File: src/rtl/i2cm_pkg.sv
// ----------------------------------------------------------------------------
// I2C master bit engine package
// Shared types and constants for the command-driven I2C master bit engine.
// ----------------------------------------------------------------------------
`default_nettype none

package i2cm_pkg;

  // Default width of the phase tick counter.
  localparam int unsigned TickWidthDefault = 16;

  // Width of the stored half-period register.
  localparam int unsigned HalfPeriodWidth = 16;

  // Cycles per bus phase after reset.
  localparam int unsigned HalfPeriodReset = 250;

  // Word index of the half-period register on the configuration port.
  localparam logic RegHalfPeriod = 1'b0;

  // Command codes carried in the request.
  typedef enum logic [2:0] {
    KindStart  = 3'd0,
    KindStop   = 3'd1,
    KindTxByte = 3'd2,
    KindRxByte = 3'd3,
    KindTxAck  = 3'd4,
    KindRxAck  = 3'd5
  } kind_e;

  // Sequencer states.
  typedef enum logic [1:0] {
    StIdle,
    StPhase,
    StHold
  } state_e;

  // One bus phase as given out.
  typedef struct packed {
    logic       last;
    logic       ack;
    logic [7:0] rx;
    logic       sda;
    logic       scl;
  } phase_t;

endpackage

`default_nettype wire

File: src/rtl/i2c_master_bit_engine_core.sv
// ----------------------------------------------------------------------------
// I2C master bit engine
// Turns bus commands into timed runs of SCL/SDA phases.
// ----------------------------------------------------------------------------
// Usage: each request on the slave stream is one command (start, stop, send
// byte, receive byte, send ACK/NACK, receive ACK). The engine answers on the
// master stream with one item per bus phase: the SCL and SDA levels to hold,
// the received byte or ACK bit on the final phase, and tlast on that phase.
// Start, stop and the ACK commands give 3 phases, receive byte 17 and send
// byte 25. Unused command codes are taken and dropped without output.
// Each phase is timed on a single shared phase counter from the half period
// (zero counts as one), after a setup step in StPhase, and the engine takes
// no new request until the last phase has run out.
// After a request, StPhase loads the first phase into the output register.
// A stalled receiver delays the next phase: a phase is only given out when
// the output register is free, and its hold time starts then.
// Reset returns both lines to the released idle level and the half period to
// 250. The half period is written through the APB port at address 0.
// ----------------------------------------------------------------------------
`default_nettype none

module i2c_master_bit_engine_core #(
  parameter int unsigned TICK_WIDTH = i2cm_pkg::TickWidthDefault
) (
  input  wire logic        clk_i,
  input  wire logic        rst_ni,
  // Command stream
  input  wire logic        s_tvalid_i,
  output logic             s_tready_o,
  // [2:0] kind, [10:3] tx_byte, [11] ack_level, [19:12] line_samples
  input  wire logic [23:0] s_tdata_i,
  // Phase stream
  output logic             m_tvalid_o,
  input  wire logic        m_tready_i,
  // [0] scl_level, [1] sda_level, [9:2] rx_byte, [10] ack_seen
  output logic [15:0]      m_tdata_o,
  output logic             m_tlast_o,
  // Configuration port
  input  wire logic        psel,
  input  wire logic        penable,
  input  wire logic        pwrite,
  input  wire logic [2:0]  paddr,
  input  wire logic [31:0] pwdata,
  output logic [31:0]      prdata,
  output logic             pready
);

  localparam int unsigned RegW =
      (TICK_WIDTH < i2cm_pkg::HalfPeriodWidth) ? TICK_WIDTH : i2cm_pkg::HalfPeriodWidth;

  i2cm_pkg::state_e state_d, state_q;
  i2cm_pkg::kind_e  kind_q;
  i2cm_pkg::phase_t phase;
  i2cm_pkg::phase_t out_q;

  logic [RegW-1:0] half_period_q;
  logic            out_valid_q;
  logic            scl_now_q, sda_now_q;
  logic [7:0]      shift_q, samp_q;
  logic            ack_q;
  logic [1:0]      sub_q;
  logic [3:0]      bit_q;

  logic            cmd_fire, cmd_valid, out_free;
  logic            load_en, advance_en, timer_done;
  logic [2:0]      kind_in;

  // Configuration register
  assign pready = 1'b1;
  assign prdata = 32'(half_period_q);

  always_ff @(posedge clk_i or negedge rst_ni) begin
    if (!rst_ni) begin
      half_period_q <= RegW'(i2cm_pkg::HalfPeriodReset);
    end else if (psel && penable && pwrite && (paddr[2] == i2cm_pkg::RegHalfPeriod)) begin
      half_period_q <= pwdata[RegW-1:0];
    end
  end

  // Request decode
  assign kind_in   = s_tdata_i[2:0];
  assign cmd_fire  = s_tvalid_i && s_tready_o;
  assign cmd_valid = (kind_in == i2cm_pkg::KindStart)  || (kind_in == i2cm_pkg::KindStop)  ||
                     (kind_in == i2cm_pkg::KindTxByte) || (kind_in == i2cm_pkg::KindRxByte) ||
                     (kind_in == i2cm_pkg::KindTxAck)  || (kind_in == i2cm_pkg::KindRxAck);
  assign out_free  = !out_valid_q || m_tready_i;

  // Current phase from the command and the bit and sub-phase counters.
  always_comb begin
    phase = '0;
    unique case (kind_q)
      i2cm_pkg::KindStart: begin
        phase.scl  = (sub_q != 2'd2);
        phase.sda  = (sub_q == 2'd0);
        phase.last = (sub_q == 2'd2);
      end
      i2cm_pkg::KindStop: begin
        phase.scl  = (sub_q == 2'd0) ? scl_now_q : 1'b1;
        phase.sda  = (sub_q == 2'd2);
        phase.last = (sub_q == 2'd2);
      end
      i2cm_pkg::KindTxByte: begin
        if (bit_q[3]) begin
          phase.sda  = sda_now_q;
          phase.last = 1'b1;
        end else begin
          phase.scl = (sub_q == 2'd2);
          phase.sda = (sub_q == 2'd0) ? sda_now_q : shift_q[7];
        end
      end
      i2cm_pkg::KindRxByte: begin
        phase.sda = 1'b1;
        if (bit_q[3]) begin
          phase.rx   = shift_q;
          phase.last = 1'b1;
        end else begin
          phase.scl = (sub_q == 2'd1);
        end
      end
      i2cm_pkg::KindTxAck: begin
        phase.scl  = (sub_q == 2'd1);
        phase.sda  = (sub_q == 2'd0) ? sda_now_q : ((sub_q == 2'd1) ? ack_q : 1'b1);
        phase.last = (sub_q == 2'd2);
      end
      i2cm_pkg::KindRxAck: begin
        phase.scl  = (sub_q == 2'd1);
        phase.sda  = 1'b1;
        phase.ack  = (sub_q == 2'd2) ? samp_q[0] : 1'b0;
        phase.last = (sub_q == 2'd2);
      end
      default: begin
        phase = '0;
      end
    endcase
  end

  // Next-state logic
  always_comb begin
    state_d = state_q;
    unique case (state_q)
      i2cm_pkg::StIdle: begin
        if (cmd_fire && cmd_valid) state_d = i2cm_pkg::StPhase;
      end
      i2cm_pkg::StPhase: begin
        if (out_free) state_d = i2cm_pkg::StHold;
      end
      i2cm_pkg::StHold: begin
        if (timer_done) state_d = phase.last ? i2cm_pkg::StIdle : i2cm_pkg::StPhase;
      end
      default: begin
        state_d = i2cm_pkg::StIdle;
      end
    endcase
  end

  // Sequencer outputs
  always_comb begin
    s_tready_o = 1'b0;
    load_en    = 1'b0;
    advance_en = 1'b0;
    unique case (state_q)
      i2cm_pkg::StIdle:  s_tready_o = 1'b1;
      i2cm_pkg::StPhase: load_en    = out_free;
      i2cm_pkg::StHold:  advance_en = timer_done && !phase.last;
      default: begin
        s_tready_o = 1'b0;
      end
    endcase
  end

  always_ff @(posedge clk_i or negedge rst_ni) begin
    if (!rst_ni) begin
      state_q <= i2cm_pkg::StIdle;
    end else begin
      state_q <= state_d;
    end
  end

  // Shared phase timer
  i2cm_tick_timer #(
    .TICK_WIDTH(TICK_WIDTH)
  ) u_timer (
    .clk_i   (clk_i),
    .rst_ni  (rst_ni),
    .start_i (load_en),
    .period_i(TICK_WIDTH'(half_period_q)),
    .done_o  (timer_done)
  );

  // Command registers and bit/sub-phase counters
  always_ff @(posedge clk_i or negedge rst_ni) begin
    if (!rst_ni) begin
      kind_q  <= i2cm_pkg::KindStart;
      shift_q <= '0;
      samp_q  <= '0;
      ack_q   <= 1'b0;
      sub_q   <= '0;
      bit_q   <= '0;
    end else if (cmd_fire && cmd_valid) begin
      kind_q <= i2cm_pkg::kind_e'(kind_in);
      samp_q <= s_tdata_i[19:12];
      ack_q  <= s_tdata_i[11];
      sub_q  <= '0;
      bit_q  <= '0;
      if (kind_in == i2cm_pkg::KindTxByte) begin
        shift_q <= s_tdata_i[10:3];
      end else if (kind_in == i2cm_pkg::KindRxByte) begin
        shift_q <= '0;
      end
    end else if (advance_en) begin
      if ((kind_q == i2cm_pkg::KindTxByte) && (sub_q == 2'd2)) begin
        // End of a sent bit: move on to the next one.
        sub_q   <= '0;
        bit_q   <= bit_q + 4'd1;
        shift_q <= {shift_q[6:0], 1'b0};
      end else if ((kind_q == i2cm_pkg::KindRxByte) && (sub_q == 2'd1)) begin
        // End of the SCL-high phase: take the sample into the byte.
        sub_q   <= '0;
        bit_q   <= bit_q + 4'd1;
        shift_q <= {shift_q[6:0], samp_q[7]};
        samp_q  <= {samp_q[6:0], 1'b0};
      end else begin
        sub_q <= sub_q + 2'd1;
      end
    end
  end

  // Bus level tracking and the output register
  always_ff @(posedge clk_i or negedge rst_ni) begin
    if (!rst_ni) begin
      scl_now_q   <= 1'b1;
      sda_now_q   <= 1'b1;
      out_valid_q <= 1'b0;
    end else if (load_en) begin
      scl_now_q   <= phase.scl;
      sda_now_q   <= phase.sda;
      out_valid_q <= 1'b1;
    end else if (m_tready_i) begin
      out_valid_q <= 1'b0;
    end
  end

  always_ff @(posedge clk_i) begin
    if (load_en) begin
      out_q <= phase;
    end
  end

  assign m_tvalid_o = out_valid_q;
  assign m_tlast_o  = out_q.last;
  assign m_tdata_o  = {5'd0, out_q.ack, out_q.rx, out_q.sda, out_q.scl};

endmodule

`default_nettype wire

File: src/rtl/i2cm_tick_timer.sv
// ----------------------------------------------------------------------------
// I2C master phase timer
// Counts the clock cycles of one bus phase and flags the end of the phase.
// A period of zero is treated as a period of one.
// ----------------------------------------------------------------------------
`default_nettype none

module i2cm_tick_timer #(
  parameter int unsigned TICK_WIDTH = i2cm_pkg::TickWidthDefault
) (
  input  wire logic                  clk_i,
  input  wire logic                  rst_ni,
  input  wire logic                  start_i,
  input  wire logic [TICK_WIDTH-1:0] period_i,
  output logic                       done_o
);

  logic                  running_d, running_q;
  logic [TICK_WIDTH-1:0] count_d, count_q;

  // The phase ends once the count has reached the period.
  assign done_o = running_q && (count_q >= period_i);

  // Start loads a count of one; the count then advances until the phase ends.
  always_comb begin
    running_d = running_q;
    count_d   = count_q;
    if (start_i) begin
      running_d = 1'b1;
      count_d   = TICK_WIDTH'(1);
    end else if (done_o) begin
      running_d = 1'b0;
    end else if (running_q) begin
      count_d = count_q + TICK_WIDTH'(1);
    end
  end

  always_ff @(posedge clk_i or negedge rst_ni) begin
    if (!rst_ni) begin
      running_q <= 1'b0;
      count_q   <= '0;
    end else begin
      running_q <= running_d;
      count_q   <= count_d;
    end
  end

endmodule

`default_nettype wire
File: config.mk
export PLATFORM = sky130hd
export DESIGN_NAME = i2c_master_bit_engine_core
export DESIGN_NICKNAME = d
export VERILOG_FILES = /design/src/rtl/i2cm_pkg.sv /design/src/rtl/i2c_master_bit_engine_core.sv /design/src/rtl/i2cm_tick_timer.sv
export SDC_FILE = /design/constraint.sdc
export NUM_CORES = 1
export LEC_CHECK = 0
export BUFFER_PORTS_ARGS = -buffer_cell sky130_fd_sc_hd__buf_4
export CAP_MARGIN = 20
export CELL_PAD_IN_SITES_DETAIL_PLACEMENT = 1
export CELL_PAD_IN_SITES_GLOBAL_PLACEMENT = 1
export CORE_MARGIN = 2
export CORE_UTILIZATION = 43
export CTS_CLUSTER_DIAMETER = 200
export CTS_CLUSTER_SIZE = 20
export DETAILED_ROUTE_END_ITERATION = 12
export PLACE_DENSITY = 0.95
export SYNTH_ARGS = -nofsm -noshare
export SYNTH_HDL_FRONTEND = slang
export SYNTH_SLANG_ARGS = --single-unit
File: constraint.sdc
create_clock -name clk_i -period 7.4 [get_ports clk_i]
set_clock_uncertainty 0.15 [all_clocks]
set_input_delay 1.11 -clock clk_i [delete_from_list [all_inputs] [get_ports clk_i]]
set_output_delay 1.11 -clock clk_i [all_outputs]
set_load 0.02 [all_outputs]
==> run_results.csv, run 1 <==
group,metric,value,unit
floorplan,io_pins,118,
grt,overflow,0,
yosys,async_flop_share,0.842,
worst_setup_path,required,7.51,ns
sta,holdWs,0.344,ns
floorplan,core_area,0.00964,mm2
yosys,yosys_warnings,0,
sta,rsz0062_at_grt,"no",
cells_and_area,final_common_cell,"buf_4",
cts,htreeDepth,3,
yosys,avgSynthCellArea,9.93,um2
cts,cts_hold_buf,0,
place,gp_congestion,0.813,
cells_and_area,final.fill_count,1145,
yosys,synth-seq-cells,76,
yosys,syn_area,0.00423,mm2
cells_and_area,area_delta_synth_final,17.5,%
cts,clock-sinks,76,
cts,cts_tree,"yes",
yosys,synth_top_area_share,0.331,
power_and_ir_drop,powerDensity,308,mW/mm2
sta,max_freq,290,MHz
cts,path_clk_slew,0.08,ns
cells_and_area,layout-drive-gt1-share,0.264,
cts,cts_root_buf,"clkbuf_8",
cells_and_area,final_cell_mix,"73 x buf_4, 56 x dfrtp_1, 48 x nand2_1",
yosys,synth_area_leaders,"dfrtp_1 33%, edfxtp_1 8.5%, mux2_2 7.2%",
cells_and_area,nets,575,
power_and_ir_drop,p_leak,2.29,nW
routing,dr.pass1.iters,4,
grt,track_usage,0.204,
routing,postRouteAntennaNets,0,
worst_setup_path,critPathKind,"flip-flop to flip-flop",
hold_path,min_path_type,"flip-flop to flip-flop",
worst_setup_path,startpoint_type,"flip-flop",
routing,drt_iter0_markers,168,
sta,layout_min_cycle_time,3.45,ns
place,numPortBuffers,73,
worst_setup_path,endpoint_kind,"flip-flop",
place,hpwl,7.46,mm
yosys,yosysUniqueCellTypes,57,
routing,wl,10.6,mm
cts,cts_made_buffers,9,
power_and_ir_drop,power.total,1.53,mW
cells_and_area,diodes,0,
cts,clockBufferDepth,2,
grt,grt_pass1_vias,3560,
cts,post-cts-setup-buffer-count,0,
routing,routedWlPerCell,16.9,um
sta,setup_viol,0,
grt,antenna_found_initial,0,
yosys,ys_seq_area_frac,0.466,
sta,tns,0,ns
worst_setup_path,critPathMaxFanout,31,
hold_path,hold_depth,2,
floorplan,row_count,36,
sta,timing_hold_violations_final,0,
cts,cts_resized,0,
sta,post-route-period-util,0.467,
status,status,"finished clean",
floorplan,die_x,103,um
yosys,synth_ff_type,"dfrtp_1",
run,drv_cap,0,
sta,fin_ws,3.95,ns
sta,slew-limit-headroom,0.388,
grt,grt_pass1_wl,16.7,mm
floorplan,initial_core_util,0.439,
place,post-place-ws,3.66,ns
cts,clock_latency,0.36,ns
yosys,synth_cells,426,
worst_setup_path,cp_data_arrival_time,3.57,ns
routing,viasPerCell,5.43,
sta,max_slew.worst_pin.slew,0.913,ns
power_and_ir_drop,vdd_drop_max,0.107,mV
grt,grt_max_degree,65,
floorplan,die_area,0.0106,mm2
yosys,synth_area_leader_cell,"dfrtp_1",
worst_setup_path,reg2regPathDepth,7,
sta,maxSlewViolCount,0,
yosys,synth_edf_count,12,
routing,dr_total_vias,3413,
routing,drc_errors,0,
floorplan,fp.dieH,103,um
-- final timing paths --
check / slack (ns) / from / endpoint
max: 3.95 / u_timer.count_q[13]$_DFFE_PN0P_ / u_timer.count_q[15]$_DFFE_PN0P_
min: 0.34 / ack_q$_DFFE_PN0P_ / ack_q$_DFFE_PN0P_
max reg2reg: 3.95 / u_timer.count_q[13]$_DFFE_PN0P_ / u_timer.count_q[15]$_DFFE_PN0P_
min reg2reg: 0.34 / ack_q$_DFFE_PN0P_ / ack_q$_DFFE_PN0P_
max in group asynchronous: 5.87 / rst_ni / shift_q[7]$_DFFE_PN0P_
min in group asynchronous: 0.70 / rst_ni / u_timer.count_q[9]$_DFFE_PN0P_
-- metrics by stage --
step / std cells / util / instance area, um2
2_1_floorplan: 446 / - / 4310
3_3_place_gp: 611 / 0.496 / 4780
3_5_place_dp: 611 / 0.496 / 4780
4_1_cts: 627 / 0.512 / 4930
5_1_grt: 629 / 0.516 / 4970
6_report: 629 / 0.516 / 4970
-- cell type report --
class                      instances  area (um2)  area share
sequential                        76        1970       0.397
tap                              133         166      0.0335
timing repair buffer              75         583       0.117
inverter                          22        82.6      0.0166
clock buffer                       9         124      0.0249
multi-input combinational        307        2010       0.404
clock inverter                     7        33.8     0.00680
-- cell families after synthesis --
family,synth area share
mux,0.0766
compound gates,0.123
buf+inv,0.0769
other cells,0.00178
simple gates,0.200
fa+ha+maj,0.0532
flops,0.466
xor+xnor,0.00207
-- layer usage --
metal	up-vias	part of all wire	track usage
met5	-	0	0
met4	0	0.026	0.0820
met3	25	0.040	0.0383
met2	86	0.53	0.369
met1	1696	0.41	0.239
li1	1606	-	-
-- Yosys cell counts, drive strengths merged (3+ instances only) --
library cell  instances
a21o                  3
and3                  5
nand2b                9
nor2b                 6
or3                   5
and2                 11
buf                  28
nand2                48
nand4                15
a31oi                 7
or4                   8
dfstp                 8
mux2                 27
a2111oi               3
ha                   18
o21ai                17
o31ai                 5
a21oi                21
inv                  21
nand3                16
clkbuf               13
edfxtp               12
nand3b                3
nor2                 27
dfrtp                56
-- critical path, cell delays in order (launching register included) --
cell       delay, ns
dfrtp_1         0.42
ha_1            0.31
a21o_1          0.19
a21o_1          0.20
a2111oi_4       0.54
nand4_2         0.65
or4_1           0.72
a21oi_1         0.17
-- where the power goes --
part / internal, mW / leakage, nW / switching (mW) / total, mW
registers: 0.560 / 0.899 / 0.122 / 0.682
clock network: 0.116 / 0.0813 / 0.154 / 0.271
logic: 0.248 / 1.31 / 0.332 / 0.580
total: 0.924 / 2.29 / 0.609 / 1.53
-- state kept, by name, indices dropped and copies added, names as in the netlist, 3 cells and up --
name	count
shift_q	8
half_period_q	16
u_timer.count_q	16
bit_q	4
samp_q	8
kind_q	3
m_tdata_o	11
(Power assumes the default switching activity.)
==> run 2: changes to the inputs <==
--- a/config.mk
+++ b/config.mk
@@ -5,16 +5,17 @@
 export SDC_FILE = /design/constraint.sdc
 export NUM_CORES = 1
 export LEC_CHECK = 0
+export ABC_AREA = 1
 export BUFFER_PORTS_ARGS = -buffer_cell sky130_fd_sc_hd__buf_4
 export CAP_MARGIN = 20
 export CELL_PAD_IN_SITES_DETAIL_PLACEMENT = 1
 export CELL_PAD_IN_SITES_GLOBAL_PLACEMENT = 1
 export CORE_MARGIN = 2
-export CORE_UTILIZATION = 43
+export CORE_UTILIZATION = 35
 export CTS_CLUSTER_DIAMETER = 200
 export CTS_CLUSTER_SIZE = 20
 export DETAILED_ROUTE_END_ITERATION = 12
-export PLACE_DENSITY = 0.95
+export PLACE_DENSITY = 0.85
 export SYNTH_ARGS = -nofsm -noshare
 export SYNTH_HDL_FRONTEND = slang
 export SYNTH_SLANG_ARGS = --single-unit
==> constraint.sdc (replaced) <==
create_clock -name clk_i -period 3.15 [get_ports clk_i]
set_clock_uncertainty 0.15 [all_clocks]
set_input_delay 0.4725 -clock clk_i [delete_from_list [all_inputs] [get_ports clk_i]]
set_output_delay 0.4725 -clock clk_i [all_outputs]
set_load 0.02 [all_outputs]
==> run 2 against run 1 <==
Compared with the run above:
- critical path depth increased by 6
- synthesized cell count grew 23%
- register-to-register slack worse by 3.3 ns
- combinational power up 140%
- via count increased by 8.2%
- core utilization decreased by 9.2 points
- global-route usage decreased by 2.7 points
- critical endpoint is now u_timer.count_q[0]$_DFFE_PN0P_
- clock-buffer cell count grew 5
- design area grew 6.3%
==> run_results.csv, run 2 <==
group,metric,value,unit
status,status,"finished clean",
floorplan,die_area,0.0135,mm2
cells_and_area,final_common_cell,"nand2_1",
sta,layout_min_cycle_time,2.55,ns
power_and_ir_drop,seqPwrFrac,0.390,
worst_setup_path,cp_num_cells,13,
cts,clock-sinks,76,
yosys,synth_ff_type,"dfrtp_1",
yosys,synth_top_area_share,0.317,
sta,slew-limit-headroom,0.389,
routing,drt_iter0_markers,114,
floorplan,io_pins,118,
grt,grt_max_degree,65,
yosys,ys_seq_area_frac,0.446,
sta,post-route-period-util,0.811,
place,hpwl,8.29,mm
place,gp_congestion,0.845,
place,numPortBuffers,73,
run,drv_cap,0,
worst_setup_path,cp_data_arrival_time,2.65,ns
yosys,synthMuxAreaShare,0.00255,
cts,clockBufferDepth,2,
floorplan,die_x,116,um
grt,grt_pass1_wl,18.7,mm
worst_setup_path,required,3.25,ns
routing,viasPerCell,4.80,
yosys,yosys_warnings,0,
routing,wl,11.3,mm
worst_setup_path,critPathMaxFanout,17,
worst_setup_path,endpoint_kind,"flip-flop",
grt,overflow,0,
worst_setup_path,reg2regPathDepth,13,
cts,cts_made_buffers,9,
sta,max_freq,392,MHz
routing,routedWlPerCell,14.7,um
sta,maxSlewViolCount,0,
grt,grtUsageMet1,0.202,
routing,dr.pass1.iters,4,
routing,dr_total_vias,3694,
cts,cts_hold_buf,0,
cts,path_clk_slew,0.06,ns
routing,drc_errors,0,
worst_setup_path,crit_slowest_cell,"dfstp_2",
power_and_ir_drop,comb_power_share,0.351,
hold_path,min_path_type,"input port to asynchronous set/reset pin",
power_and_ir_drop,powerDensity,742,mW/mm2
yosys,synth_area_leaders,"dfrtp_1 32%, nand2_1 8.8%, edfxtp_1 8.2%",
cts,post-cts-setup-buffer-count,0,
worst_setup_path,path_delay_family,"simple AND/OR/NAND/NOR gates",
worst_setup_path,crit_buf_inv,2,
yosys,yosys.area_share.simple,0.274,
worst_setup_path,critPathKind,"flip-flop to flip-flop",
sta,tns,0,ns
yosys,synth_area_leader_cell,"dfrtp_1",
cells_and_area,final.fill_count,1527,
yosys,avgSynthCellArea,8.45,um2
yosys,synth_fa_ha_area_frac,0.0510,
yosys,synth-seq-cells,76,
routing,postRouteAntennaNets,0,
cts,cts_root_buf,"clkbuf_16",
place,placed_area,0.00500,mm2
grt,met2_usage,0.324,
floorplan,fp.dieH,116,um
cells_and_area,nets,677,
floorplan,row_count,41,
cells_and_area,diodes,0,
cts,clock_latency,0.34,ns
place,placed_cells,754,
sta,holdWs,0.0889,ns
sta,setup_viol,0,
grt,grt_pass1_vias,3980,
power_and_ir_drop,p_int,2.38,mW
worst_setup_path,crit_chain,"inv_1 > ha_1 > nand2_1 > inv_2 > nand2_1 > nand2_1 > nor2_1 > nand2_2 > nand2_4 > nand3_4 > nand2_1 > o21ai_0 > o21ai_1",
yosys,synth_edf_count,12,
cells_and_area,final_cells,770,
power_and_ir_drop,switchingPower,1.54,mW
yosys,synth_top_family_by_area,"simple AND/OR/NAND/NOR gates",
floorplan,initial_core_util,0.355,
sta,max_slew.worst_pin.slew,0.915,ns
cells_and_area,layout-drive-gt1-share,0.209,
grt,track_usage,0.177,
yosys,syn_area,0.00442,mm2
power_and_ir_drop,vdd_drop_max,0.275,mV
worst_setup_path,startpoint_type,"flip-flop",
power_and_ir_drop,pwr-share-clk,0.259,
sta,rsz0062_at_grt,"no",
cells_and_area,final_cell_mix,"104 x nand2_1, 74 x buf_4, 63 x nand3_1",
power_and_ir_drop,p_leak,2.68,nW
grt,antenna_found_initial,0,
yosys,synth_compound_area_frac,0.0852,
worst_setup_path,critPathMaxStageDelay,0.52,ns
yosys,yosysMostFrequentCell,"nand2_1",
yosys,synth_xor_area_frac,0.0258,
cells_and_area,fin_area,0.00528,mm2
cts,cts_tree,"yes",
cts,cts_resized,0,
yosys,async_flop_share,0.842,
sta,timing_hold_violations_final,0,
grt,grtUsageMet3,0.0317,
yosys,yosys-top-cells-count,"104 x nand2_1, 63 x nand3_1, 59 x inv_1, 56 x dfrtp_1, 44 x nor2_1",
worst_setup_path,cpMostUsedCell,"nand2_1",
cells_and_area,area_delta_synth_final,19.5,%
cts,htreeDepth,3,
yosys,yosysUniqueCellTypes,43,
yosys,synth_cells,523,
floorplan,core_area,0.0125,mm2
grt,top_usage_layer,"met2",
power_and_ir_drop,switching_share,0.392,
==> run 2: cell families (layout without fill, tap and decap cells) <==
family	after synthesis	count (layout)
and+or+nand+nor	250	250
other	2	22
adders and majority gates	18	18
xor gates and xnor gates	13	13
DFF	76	76
AOI/OAI and AO/OA	65	65
muxes	1	1
buffers and inverters	98	153
==> run 2: metal layers <==
layer | vias up | wire [um]
met1 | 1787 | 4640
met4 | 0 | 291
met2 | 73 | 5940
met3 | 19 | 424
li1 | 1815 | -
met5 | - | 0
==> run 2: cell type report <==
cell class	instances	area, um2	share of cell area
clock buffer	14	244	0.0462
clock inverter	2	35.0	0.00663
inverter	63	239	0.0452
multi-input combinational	369	2020	0.383
sequential	76	1970	0.373
tap	172	215	0.0407
timing repair buffer	74	556	0.105
==> run 2: worst paths after layout <==
kind / from / endpoint / slack (ns)
hold / removal: rst_ni / half_period_q[10]$_DFFE_PN0P_ / 0.09
setup / recovery: half_period_q[7]$_DFFE_PN1P_ / u_timer.count_q[0]$_DFFE_PN0P_ / 0.60
hold reg to reg: scl_now_q$_DFFE_PN1P_ / scl_now_q$_DFFE_PN1P_ / 0.33
setup reg to reg: half_period_q[7]$_DFFE_PN1P_ / u_timer.count_q[0]$_DFFE_PN0P_ / 0.60
max in group asynchronous: rst_ni / shift_q[1]$_DFFE_PN0P_ / 2.22
min in group clk_i: s_tdata_i[11] / ack_q$_DFFE_PN0P_ / 0.18
==> run 2: metrics by stage <==
stage	power [mW]	util	setup slack (ns)
2_1_floorplan	2.51	-	0.993
3_3_place_gp	2.83	0.401	0.728
3_5_place_dp	2.93	0.401	0.614
4_1_cts	3.97	0.424	0.558
5_1_grt	4.21	0.424	0.433
6_report	3.92	0.424	0.597
==> run 2: power by group through the flow <==
| stage | clock (mW) | combinational, mW | sequential (mW) |
|---|---|---|---|
| 2_1_floorplan | 0 | 0.944 | 1.57 |
| 3_3_place_gp | 0 | 1.31 | 1.52 |
| 3_5_place_dp | 0 | 1.39 | 1.54 |
| 4_1_cts | 1.04 | 1.40 | 1.53 |
| 5_1_grt | 1.09 | 1.56 | 1.56 |
| 6_report | 1.01 | 1.38 | 1.53 |
